### config.mk
export PLATFORM = sky130hd
export DESIGN_NAME = mode_s_crc_check_correct_flat
export DESIGN_NICKNAME = d
export VERILOG_FILES = /design/src/rtl/mscc_pkg.sv /design/src/rtl/mscc_if.sv /design/src/rtl/mscc_crc_acc.sv /design/src/rtl/mscc_syn_fix.sv /design/src/rtl/mode_s_crc_check_correct.sv /design/src/flat_wrapper.sv
export SDC_FILE = /design/constraint.sdc
export NUM_CORES = 1
export LEC_CHECK = 0
export BUFFER_PORTS_ARGS = -buffer_cell sky130_fd_sc_hd__buf_2
export CORE_ASPECT_RATIO = 0.7
export CORE_MARGIN = 4
export CORE_UTILIZATION = 45
export CTS_BUF_LIST = sky130_fd_sc_hd__clkbuf_16
export DETAILED_ROUTE_END_ITERATION = 8
export PLACE_DENSITY = 0.65
export SYNTH_ARGS = -nofsm -noshare
export SYNTH_HDL_FRONTEND = slang
export SYNTH_HIERARCHICAL = 1
export SYNTH_SLANG_ARGS = --single-unit
### constraint.sdc
create_clock -name clk -period 4.3 [get_ports clk]
set_input_delay 0.43 -clock clk [delete_from_list [all_inputs] [get_ports clk]]
set_output_delay 0.43 -clock clk [all_outputs]
set_load 0.05 [all_outputs]
### src/rtl/mscc_pkg.sv
// Package for the Mode S CRC-24 check and single-bit correction block.
// Holds widths, status codes, the frame struct, CRC byte update and syndrome table.
// No dependencies.
`timescale 1ns / 1ps
`default_nettype none

package mscc_pkg;

  localparam int FRAME_BYTES = 14;
  localparam int MSG_BITS    = FRAME_BYTES * 8;
  localparam int POS_W       = 4;
  localparam int CRC_W       = 24;
  localparam int CNT_W       = 16;
  localparam int DF_W        = 5;

  localparam logic [CRC_W-1:0] CRC_POLY = 24'hFFF409;
  localparam logic [DF_W-1:0]  DF_EXT   = 5'd17;

  typedef enum logic [1:0] {
    ST_VALID     = 2'd0,
    ST_CORRECTED = 2'd1,
    ST_INVALID   = 2'd2
  } chk_status_t;

  typedef struct packed {
    logic [CRC_W-1:0] crc;
    logic [7:0]       b0;
    logic [7:0]       b4;
  } frame_t;

  typedef logic [MSG_BITS-1:0][CRC_W-1:0] syn_table_t;

  // one byte through the CRC, MSB first
  function automatic logic [CRC_W-1:0] crc_feed(input logic [CRC_W-1:0] crc_in,
                                                 input logic [7:0] b);
    logic [CRC_W-1:0] c;
    c = crc_in ^ {b, 16'h0000};
    for (int k = 0; k < 8; k++) begin
      if (c[CRC_W-1]) begin
        c = {c[CRC_W-2:0], 1'b0} ^ CRC_POLY;
      end else begin
        c = {c[CRC_W-2:0], 1'b0};
      end
    end
    return c;
  endfunction

  // syndrome of each single-bit error, bit 0 = MSB of byte 0
  function automatic syn_table_t syndrome_table();
    syn_table_t       t;
    logic [CRC_W-1:0] c;
    logic [7:0]       b;
    for (int bi = 0; bi < MSG_BITS; bi++) begin
      c = '0;
      for (int i = 0; i < FRAME_BYTES; i++) begin
        b = (i == (bi >> 3)) ? (8'h80 >> (bi & 7)) : 8'h00;
        c = crc_feed(c, b);
      end
      t[bi] = c;
    end
    return t;
  endfunction

  function automatic logic [CNT_W-1:0] sat_inc(input logic [CNT_W-1:0] c);
    return (c == {CNT_W{1'b1}}) ? c : c + 1'b1;
  endfunction

endpackage

`default_nettype wire

### src/rtl/mscc_if.sv
// Valid/ready channel interfaces for message bytes and check results.
// Depends on mscc_pkg.
`timescale 1ns / 1ps
`default_nettype none

interface mscc_in_if;
  logic       valid;
  logic       ready;
  logic [7:0] data_byte;
  logic       msg_start;

  modport source (output valid, output data_byte, output msg_start, input ready);
  modport sink   (input valid, input data_byte, input msg_start, output ready);
endinterface

interface mscc_out_if;
  logic                         valid;
  logic                         ready;
  logic [1:0]                   chk_status;
  logic [mscc_pkg::DF_W-1:0]    downlink_format;
  logic [mscc_pkg::DF_W-1:0]    type_code;
  logic [mscc_pkg::CNT_W-1:0]   message_count;
  logic [mscc_pkg::CNT_W-1:0]   valid_count;
  logic [mscc_pkg::CNT_W-1:0]   corrected_count;
  logic [mscc_pkg::CNT_W-1:0]   invalid_count;
  logic [mscc_pkg::CNT_W-1:0]   df17_count;

  modport source (output valid, output chk_status, output downlink_format,
                  output type_code, output message_count, output valid_count,
                  output corrected_count, output invalid_count, output df17_count,
                  input ready);
  modport sink   (input valid, input chk_status, input downlink_format,
                  input type_code, input message_count, input valid_count,
                  input corrected_count, input invalid_count, input df17_count,
                  output ready);
endinterface

`default_nettype wire

### src/rtl/mscc_crc_acc.sv
// Byte accumulator: runs the CRC-24 over each message, keeps bytes 0 and 4,
// and hands a finished frame to the syndrome stage. Depends on mscc_pkg, mscc_if.
`timescale 1ns / 1ps
`default_nettype none

module mscc_crc_acc (
  input  wire logic             clk,
  input  wire logic             rst,
  mscc_in_if.sink               msg,
  output mscc_pkg::frame_t      frm,
  output logic                  frm_valid,
  input  wire logic             frm_ready
);

  logic [mscc_pkg::POS_W-1:0] pos;
  logic [mscc_pkg::CRC_W-1:0] crc;
  logic [7:0]                 b0;
  logic [7:0]                 b4;

  logic                       accept;
  logic                       new_msg;
  logic                       last;
  logic [mscc_pkg::POS_W-1:0] pos_cur;
  logic [mscc_pkg::CRC_W-1:0] crc_next;
  logic [7:0]                 b0_next;
  logic [7:0]                 b4_next;

  assign msg.ready = !frm_valid || frm_ready;
  assign accept    = msg.valid && msg.ready;
  assign new_msg   = msg.msg_start || (pos == '0);
  assign pos_cur   = new_msg ? '0 : pos;
  assign last      = (pos_cur == mscc_pkg::POS_W'(mscc_pkg::FRAME_BYTES - 1));
  assign crc_next  = mscc_pkg::crc_feed(new_msg ? '0 : crc, msg.data_byte);
  assign b0_next   = (pos_cur == mscc_pkg::POS_W'(0)) ? msg.data_byte : b0;
  assign b4_next   = (pos_cur == mscc_pkg::POS_W'(4)) ? msg.data_byte : b4;

  always_ff @(posedge clk) begin
    if (rst) begin
      pos       <= '0;
      crc       <= '0;
      b0        <= '0;
      b4        <= '0;
      frm_valid <= 1'b0;
    end else begin
      if (accept) begin
        pos <= last ? '0 : pos_cur + 1'b1;
        crc <= last ? '0 : crc_next;
        b0  <= b0_next;
        b4  <= b4_next;
      end
      if (accept && last) begin
        frm_valid <= 1'b1;
      end else if (frm_ready) begin
        frm_valid <= 1'b0;
      end
    end
  end

  always_ff @(posedge clk) begin
    if (accept && last) begin
      frm.crc <= crc_next;
      frm.b0  <= b0_next;
      frm.b4  <= b4_next;
    end
  end

  a_last_restarts: assert property (@(posedge clk) disable iff (rst)
    accept && last |=> pos == '0 && frm_valid)
    else $error("frame not handed off or position not cleared");

  a_pos_range: assert property (@(posedge clk) disable iff (rst)
    pos < mscc_pkg::POS_W'(mscc_pkg::FRAME_BYTES))
    else $error("byte position out of range");

  a_frame_holds: assert property (@(posedge clk) disable iff (rst)
    frm_valid && !frm_ready |=> frm_valid && $stable(frm))
    else $error("waiting frame changed");

endmodule

`default_nettype wire

### src/rtl/mscc_syn_fix.sv
// Syndrome stage: compares the final CRC with all single-bit syndromes,
// corrects bytes 0 and 4, extracts DF / type code, keeps saturating counts.
// Depends on mscc_pkg, mscc_if.
`timescale 1ns / 1ps
`default_nettype none

module mscc_syn_fix (
  input  wire logic               clk,
  input  wire logic               rst,
  input  wire mscc_pkg::frame_t   frm,
  input  wire logic               frm_valid,
  output logic                    frm_ready,
  mscc_out_if.source              result
);

  localparam mscc_pkg::syn_table_t SYN = mscc_pkg::syndrome_table();

  logic [mscc_pkg::MSG_BITS-1:0] match;
  logic                          zero_syn;
  logic                          hit;
  logic [7:0]                    fix0;
  logic [7:0]                    fix4;
  logic [7:0]                    b0c;
  logic [7:0]                    b4c;
  logic [mscc_pkg::DF_W-1:0]     df;
  logic [mscc_pkg::DF_W-1:0]     tc;
  logic                          is_ext;
  mscc_pkg::chk_status_t         status_next;
  logic                          load;

  logic                          out_valid;
  mscc_pkg::chk_status_t         status;
  logic [mscc_pkg::DF_W-1:0]     df_q;
  logic [mscc_pkg::DF_W-1:0]     tc_q;
  logic [mscc_pkg::CNT_W-1:0]    msg_cnt;
  logic [mscc_pkg::CNT_W-1:0]    val_cnt;
  logic [mscc_pkg::CNT_W-1:0]    cor_cnt;
  logic [mscc_pkg::CNT_W-1:0]    inv_cnt;
  logic [mscc_pkg::CNT_W-1:0]    ext_cnt;

  // single-bit syndromes are distinct and nonzero, so at most one match
  always_comb begin
    for (int i = 0; i < mscc_pkg::MSG_BITS; i++) begin
      match[i] = (frm.crc == SYN[i]);
    end
    for (int k = 0; k < 8; k++) begin
      fix0[7-k] = match[k];
      fix4[7-k] = match[32+k];
    end
  end

  assign zero_syn = (frm.crc == '0);
  assign hit      = |match;
  assign b0c      = frm.b0 ^ fix0;
  assign b4c      = frm.b4 ^ fix4;
  assign df       = b0c[7:3];
  assign is_ext   = (df == mscc_pkg::DF_EXT);
  assign tc       = is_ext ? b4c[7:3] : '0;

  always_comb begin
    priority if (zero_syn) begin
      status_next = mscc_pkg::ST_VALID;
    end else if (hit) begin
      status_next = mscc_pkg::ST_CORRECTED;
    end else begin
      status_next = mscc_pkg::ST_INVALID;
    end
  end

  assign frm_ready = !out_valid || result.ready;
  assign load      = frm_valid && frm_ready;

  always_ff @(posedge clk) begin
    if (rst) begin
      out_valid <= 1'b0;
      msg_cnt   <= '0;
      val_cnt   <= '0;
      cor_cnt   <= '0;
      inv_cnt   <= '0;
      ext_cnt   <= '0;
    end else begin
      if (load) begin
        out_valid <= 1'b1;
      end else if (result.ready) begin
        out_valid <= 1'b0;
      end
      if (load) begin
        msg_cnt <= mscc_pkg::sat_inc(msg_cnt);
        unique case (status_next)
          mscc_pkg::ST_VALID:     val_cnt <= mscc_pkg::sat_inc(val_cnt);
          mscc_pkg::ST_CORRECTED: cor_cnt <= mscc_pkg::sat_inc(cor_cnt);
          default:                inv_cnt <= mscc_pkg::sat_inc(inv_cnt);
        endcase
        if (is_ext) begin
          ext_cnt <= mscc_pkg::sat_inc(ext_cnt);
        end
      end
    end
  end

  always_ff @(posedge clk) begin
    if (load) begin
      status <= status_next;
      df_q   <= df;
      tc_q   <= tc;
    end
  end

  assign result.valid           = out_valid;
  assign result.chk_status      = status;
  assign result.downlink_format = df_q;
  assign result.type_code       = tc_q;
  assign result.message_count   = msg_cnt;
  assign result.valid_count     = val_cnt;
  assign result.corrected_count = cor_cnt;
  assign result.invalid_count   = inv_cnt;
  assign result.df17_count      = ext_cnt;

  a_total_steps: assert property (@(posedge clk) disable iff (rst)
    load |=> msg_cnt == $past(msg_cnt) + 1'b1 || $past(msg_cnt) == {mscc_pkg::CNT_W{1'b1}})
    else $error("message count did not advance");

  a_one_class: assert property (@(posedge clk) disable iff (rst)
    load |=> $countones({val_cnt != $past(val_cnt), cor_cnt != $past(cor_cnt),
                         inv_cnt != $past(inv_cnt)}) <= 1)
    else $error("more than one status count moved");

  a_tc_only_ext: assert property (@(posedge clk) disable iff (rst)
    result.valid && result.type_code != '0 |-> result.downlink_format == mscc_pkg::DF_EXT)
    else $error("type code set for non-extended format");

  a_idle_counts: assert property (@(posedge clk) disable iff (rst)
    !load |=> $stable(msg_cnt) && $stable(ext_cnt))
    else $error("count moved without a frame");

endmodule

`default_nettype wire

### src/rtl/mode_s_crc_check_correct.sv
// Top level of the Mode S CRC-24 check with single-bit correction.
// Depends on mscc_pkg, mscc_if, mscc_crc_acc, mscc_syn_fix.
//
//   channel  dir  payload                                         per item
//   msg      in   data_byte[7:0], msg_start                       one message byte
//   result   out  chk_status, downlink_format, type_code, counts  one checked message
//
// One byte is taken every cycle unless a frame waits behind a stalled result; the
// CRC byte update is combinational. A finished frame is registered in the accumulator,
// and the syndrome compare and correction stage then registers its result.
// rst is synchronous and clears position, CRC, kept bytes, counts and valid flags.
// A stalled result holds in its register while the next frame waits one stage back.
`timescale 1ns / 1ps
`default_nettype none

module mode_s_crc_check_correct (
  input  wire logic   clk,
  input  wire logic   rst,
  mscc_in_if.sink     msg,
  mscc_out_if.source  result
);

  mscc_pkg::frame_t frm;
  logic             frm_valid;
  logic             frm_ready;

  mscc_crc_acc u_acc (
    .clk       (clk),
    .rst       (rst),
    .msg       (msg),
    .frm       (frm),
    .frm_valid (frm_valid),
    .frm_ready (frm_ready)
  );

  mscc_syn_fix u_fix (
    .clk       (clk),
    .rst       (rst),
    .frm       (frm),
    .frm_valid (frm_valid),
    .frm_ready (frm_ready),
    .result    (result)
  );

endmodule

`default_nettype wire

### src/flat_wrapper.sv
// flat-port wrapper written by rule: the top's interface ports become plain ports
module mode_s_crc_check_correct_flat 
  (clk, rst, msg_valid, msg_data_byte, msg_msg_start, msg_ready, result_valid, result_chk_status, result_downlink_format, result_type_code, result_message_count, result_valid_count, result_corrected_count, result_invalid_count, result_df17_count, result_ready);
  mscc_in_if msg_i ();
  mscc_out_if result_i ();
  input  wire logic clk;
  input  wire logic rst;
  input wire logic [$bits(msg_i.valid)-1:0] msg_valid;
  input wire logic [$bits(msg_i.data_byte)-1:0] msg_data_byte;
  input wire logic [$bits(msg_i.msg_start)-1:0] msg_msg_start;
  output wire logic [$bits(msg_i.ready)-1:0] msg_ready;
  output wire logic [$bits(result_i.valid)-1:0] result_valid;
  output wire logic [$bits(result_i.chk_status)-1:0] result_chk_status;
  output wire logic [$bits(result_i.downlink_format)-1:0] result_downlink_format;
  output wire logic [$bits(result_i.type_code)-1:0] result_type_code;
  output wire logic [$bits(result_i.message_count)-1:0] result_message_count;
  output wire logic [$bits(result_i.valid_count)-1:0] result_valid_count;
  output wire logic [$bits(result_i.corrected_count)-1:0] result_corrected_count;
  output wire logic [$bits(result_i.invalid_count)-1:0] result_invalid_count;
  output wire logic [$bits(result_i.df17_count)-1:0] result_df17_count;
  input wire logic [$bits(result_i.ready)-1:0] result_ready;
  assign msg_i.valid = msg_valid;
  assign msg_i.data_byte = msg_data_byte;
  assign msg_i.msg_start = msg_msg_start;
  assign msg_ready = msg_i.ready;
  assign result_valid = result_i.valid;
  assign result_chk_status = result_i.chk_status;
  assign result_downlink_format = result_i.downlink_format;
  assign result_type_code = result_i.type_code;
  assign result_message_count = result_i.message_count;
  assign result_valid_count = result_i.valid_count;
  assign result_corrected_count = result_i.corrected_count;
  assign result_invalid_count = result_i.invalid_count;
  assign result_df17_count = result_i.df17_count;
  assign result_i.ready = result_ready;
  mode_s_crc_check_correct u_core (.clk(clk), .rst(rst), .msg(msg_i), .result(result_i));
endmodule
==> metrics.yaml <==
layout-drive-gt1-share: 0.207
clock_latency_ns: 0.44
p_per_area_mw_per_mm2: 289
drt-initial-drc-count: 1410
core_mm2: 0.0227
wl_met2_um: 15800
cts_buffers: 17
finClkSkew_ns: 0.0205
dieArea_mm2: 0.0257
syn_avg_cell_area_um2: 8.63
drv_slew: 0
num-fill-cells: 2173
grt_pass1_vias: 9547
place_congestion: 1.08
ff_latch_area_mm2: 0.00378
cts_root_buffer: "clkbuf_16"
grt_max_degree: 59
hold_buffers: 0
cp_slowest_cell: "nor4_1"
tightest_slew_ns: 1.36
crit_fanout: 26
wl_per_cell_um: 24.3
portBuffers: 106
worst-r2r-cell-count: 10
netlist_instances: 1206
drc: 0
clock_path_buffers: 2
overflow: 0
clk_pin_slew_ns: 0.07
wl_um: 40100
max_freq_mhz: 239
num_vias: 10400
antennaDiodeCount: 0
synth_warnings: 6
syn-num-nets: 1224
hold_class: "primary input to flip-flop"
syn_to_final_growth_pct: 18.2
start_util: 0.459
route.met3.wl_um: 4620
outcome: "complete, no violations"
netlist_area_mm2: 0.0104
place_ws_ns: 0.365
tns_ns: 0
p_leak_uw: 0.00435
ir_drop_mv: 0.277
setup_ws_ns: 0.107
hold_violations: 0
min_period_over_period: 0.975
path_cells: "nor4_1 -> nand2_1 -> o22ai_1 -> a311oi_1 -> and4_1 -> o2111a_1 -> a311o_1 -> buf_12 -> or3_1 -> a21oi_1"
drt_pass1_iterations: 6
antenna_found_initial: 0
cts_tree: "built"
cap_violations: 0
ant_nets: 0
cts_setup_buffers: 0
arrival_ns: 4.55
track_usage: 0.307
period_minus_slack_ns: 4.19
grt_setup_unrepaired: "false"
h-tree-depth: 4
cp_data_required_time_ns: 4.66
grt_pass1_wl_um: 60100
relSlewSlack: 0.0849
post_drt_via_cell_ratio: 6.29
num_rows: 46
slowest_delay_ns: 1.18
io_pins: 107
critical_path_class: "flip-flop to flip-flop"
cts_resized: 0
met1_length_um: 18100
nets: 1346
finalSetupViolCount: 0
die_h_um: 135
die_w_um: 190
top_layer: "met4"
cp-start-kind: "flip-flop"
cts.sinks: 166
multi_input_area_mm2: 0.00630
end_kind: "flip-flop"
hold_depth: 3
post-dp-hpwl_um: 30200
[layout by cell type (no fill, tap or decap), types with 6 or more instances in the layout]
| cell type | count |
|---|---|
| or3_1 | 18 |
| nor2_1 | 115 |
| edfxtp_1 | 46 |
| inv_1 | 15 |
| nor4bb_1 | 20 |
| buf_2 | 105 |
| nor4b_2 | 13 |
| nor2b_1 | 6 |
| nor4b_1 | 9 |
| a22oi_1 | 13 |
| nor4_1 | 10 |
| and3_1 | 16 |
| and4_1 | 14 |
| nand3_1 | 52 |
| nand4_1 | 87 |
| mux2_2 | 13 |
| dfxtp_1 | 120 |
| and2_1 | 7 |
| a22o_1 | 11 |
| a311oi_1 | 8 |
| xor2_1 | 59 |
| clkbuf_16 | 17 |
| o32ai_1 | 12 |
| buf_4 | 85 |
| o21ai_0 | 21 |
| nor3_1 | 40 |
| a21oi_1 | 49 |
| nand2_1 | 153 |
| xnor3_1 | 8 |
| nor4bb_2 | 9 |
| and4b_1 | 24 |
| xnor2_1 | 64 |
| o22ai_1 | 13 |
[worst max-delay path, delay by kind of cell (launching register included)]
family	cells	cell delay [ns]
flops	1	0.58
simple gates	4	2.25
compound gates	5	1.10
buf+inv	1	0.17
[power by group]
part	switching, µW	internal (µW)
combinational	195	168
clock	731	777
sequential	37.4	1650
total	963	2590
[final cells by class]
| type | instances | area share |
|---|---|---|
| multi-input cells | 937 | 0.512 |
| flip-flops and latches | 166 | 0.308 |
| repair buffers | 191 | 0.0963 |
| clock buffers | 17 | 0.0346 |
| well taps | 312 | 0.0317 |
| clock inverters | 15 | 0.0130 |
| inverters | 15 | 0.00458 |
[metrics by stage]
| step | area (µm²) | total power, µW | util | hold slack (ns) | instances |
|---|---|---|---|---|---|
| 3_5_place_dp | 11700 | 2070 | 0.516 | 0.448 | 1621 |
| 3_3_place_gp | 11700 | 2070 | 0.516 | 0.438 | 1621 |
| 5_1_grt | 12300 | 3680 | 0.542 | 0.309 | 1653 |
| 2_1_floorplan | 10400 | 1990 | - | 0.433 | 1206 |
| 4_1_cts | 12300 | 3580 | 0.542 | 0.275 | 1653 |
| 6_report | 12300 | 3550 | 0.542 | 0.298 | 1653 |
[state kept, by name (all words and copies together), names as in the netlist, 16 cells and up]
signal and count:
u_core/u_fix/result.valid_count 16, u_core/u_fix/result.message_count 16, u_core/u_fix/result.corrected_count 16, u_core/u_fix/result.invalid_count 16, u_core/u_fix/result.df17_count 16, u_core/u_acc/crc 24
u_core/u_acc/frm 34
[routing by layer]
| metal | track usage | vias to the layer above |
|---|---|---|
| li1 | - | 4706 |
| met1 | 0.451 | 4968 |
| met2 | 0.412 | 595 |
| met3 | 0.0974 | 129 |
| met4 | 0.130 | 0 |
| met5 | 0 | - |
[worst paths after layout]
kind,start,end,slack (ns)
setup / recovery,u_core/u_acc/frm[28]$_DFFE_PP_,u_core/u_fix/result.corrected_count[13]$_SDFFE_PP0P_,0.11
hold / removal,result_ready,u_core/u_fix/result.valid$_SDFFE_PP0P_,0.30
setup reg to reg,u_core/u_acc/frm[28]$_DFFE_PP_,u_core/u_fix/result.corrected_count[13]$_SDFFE_PP0P_,0.11
hold reg to reg,u_core/u_acc/b0[4]$_SDFFE_PP0P_,u_core/u_acc/b0[4]$_SDFFE_PP0P_,0.46
Power figures use the tool's default switching activity.
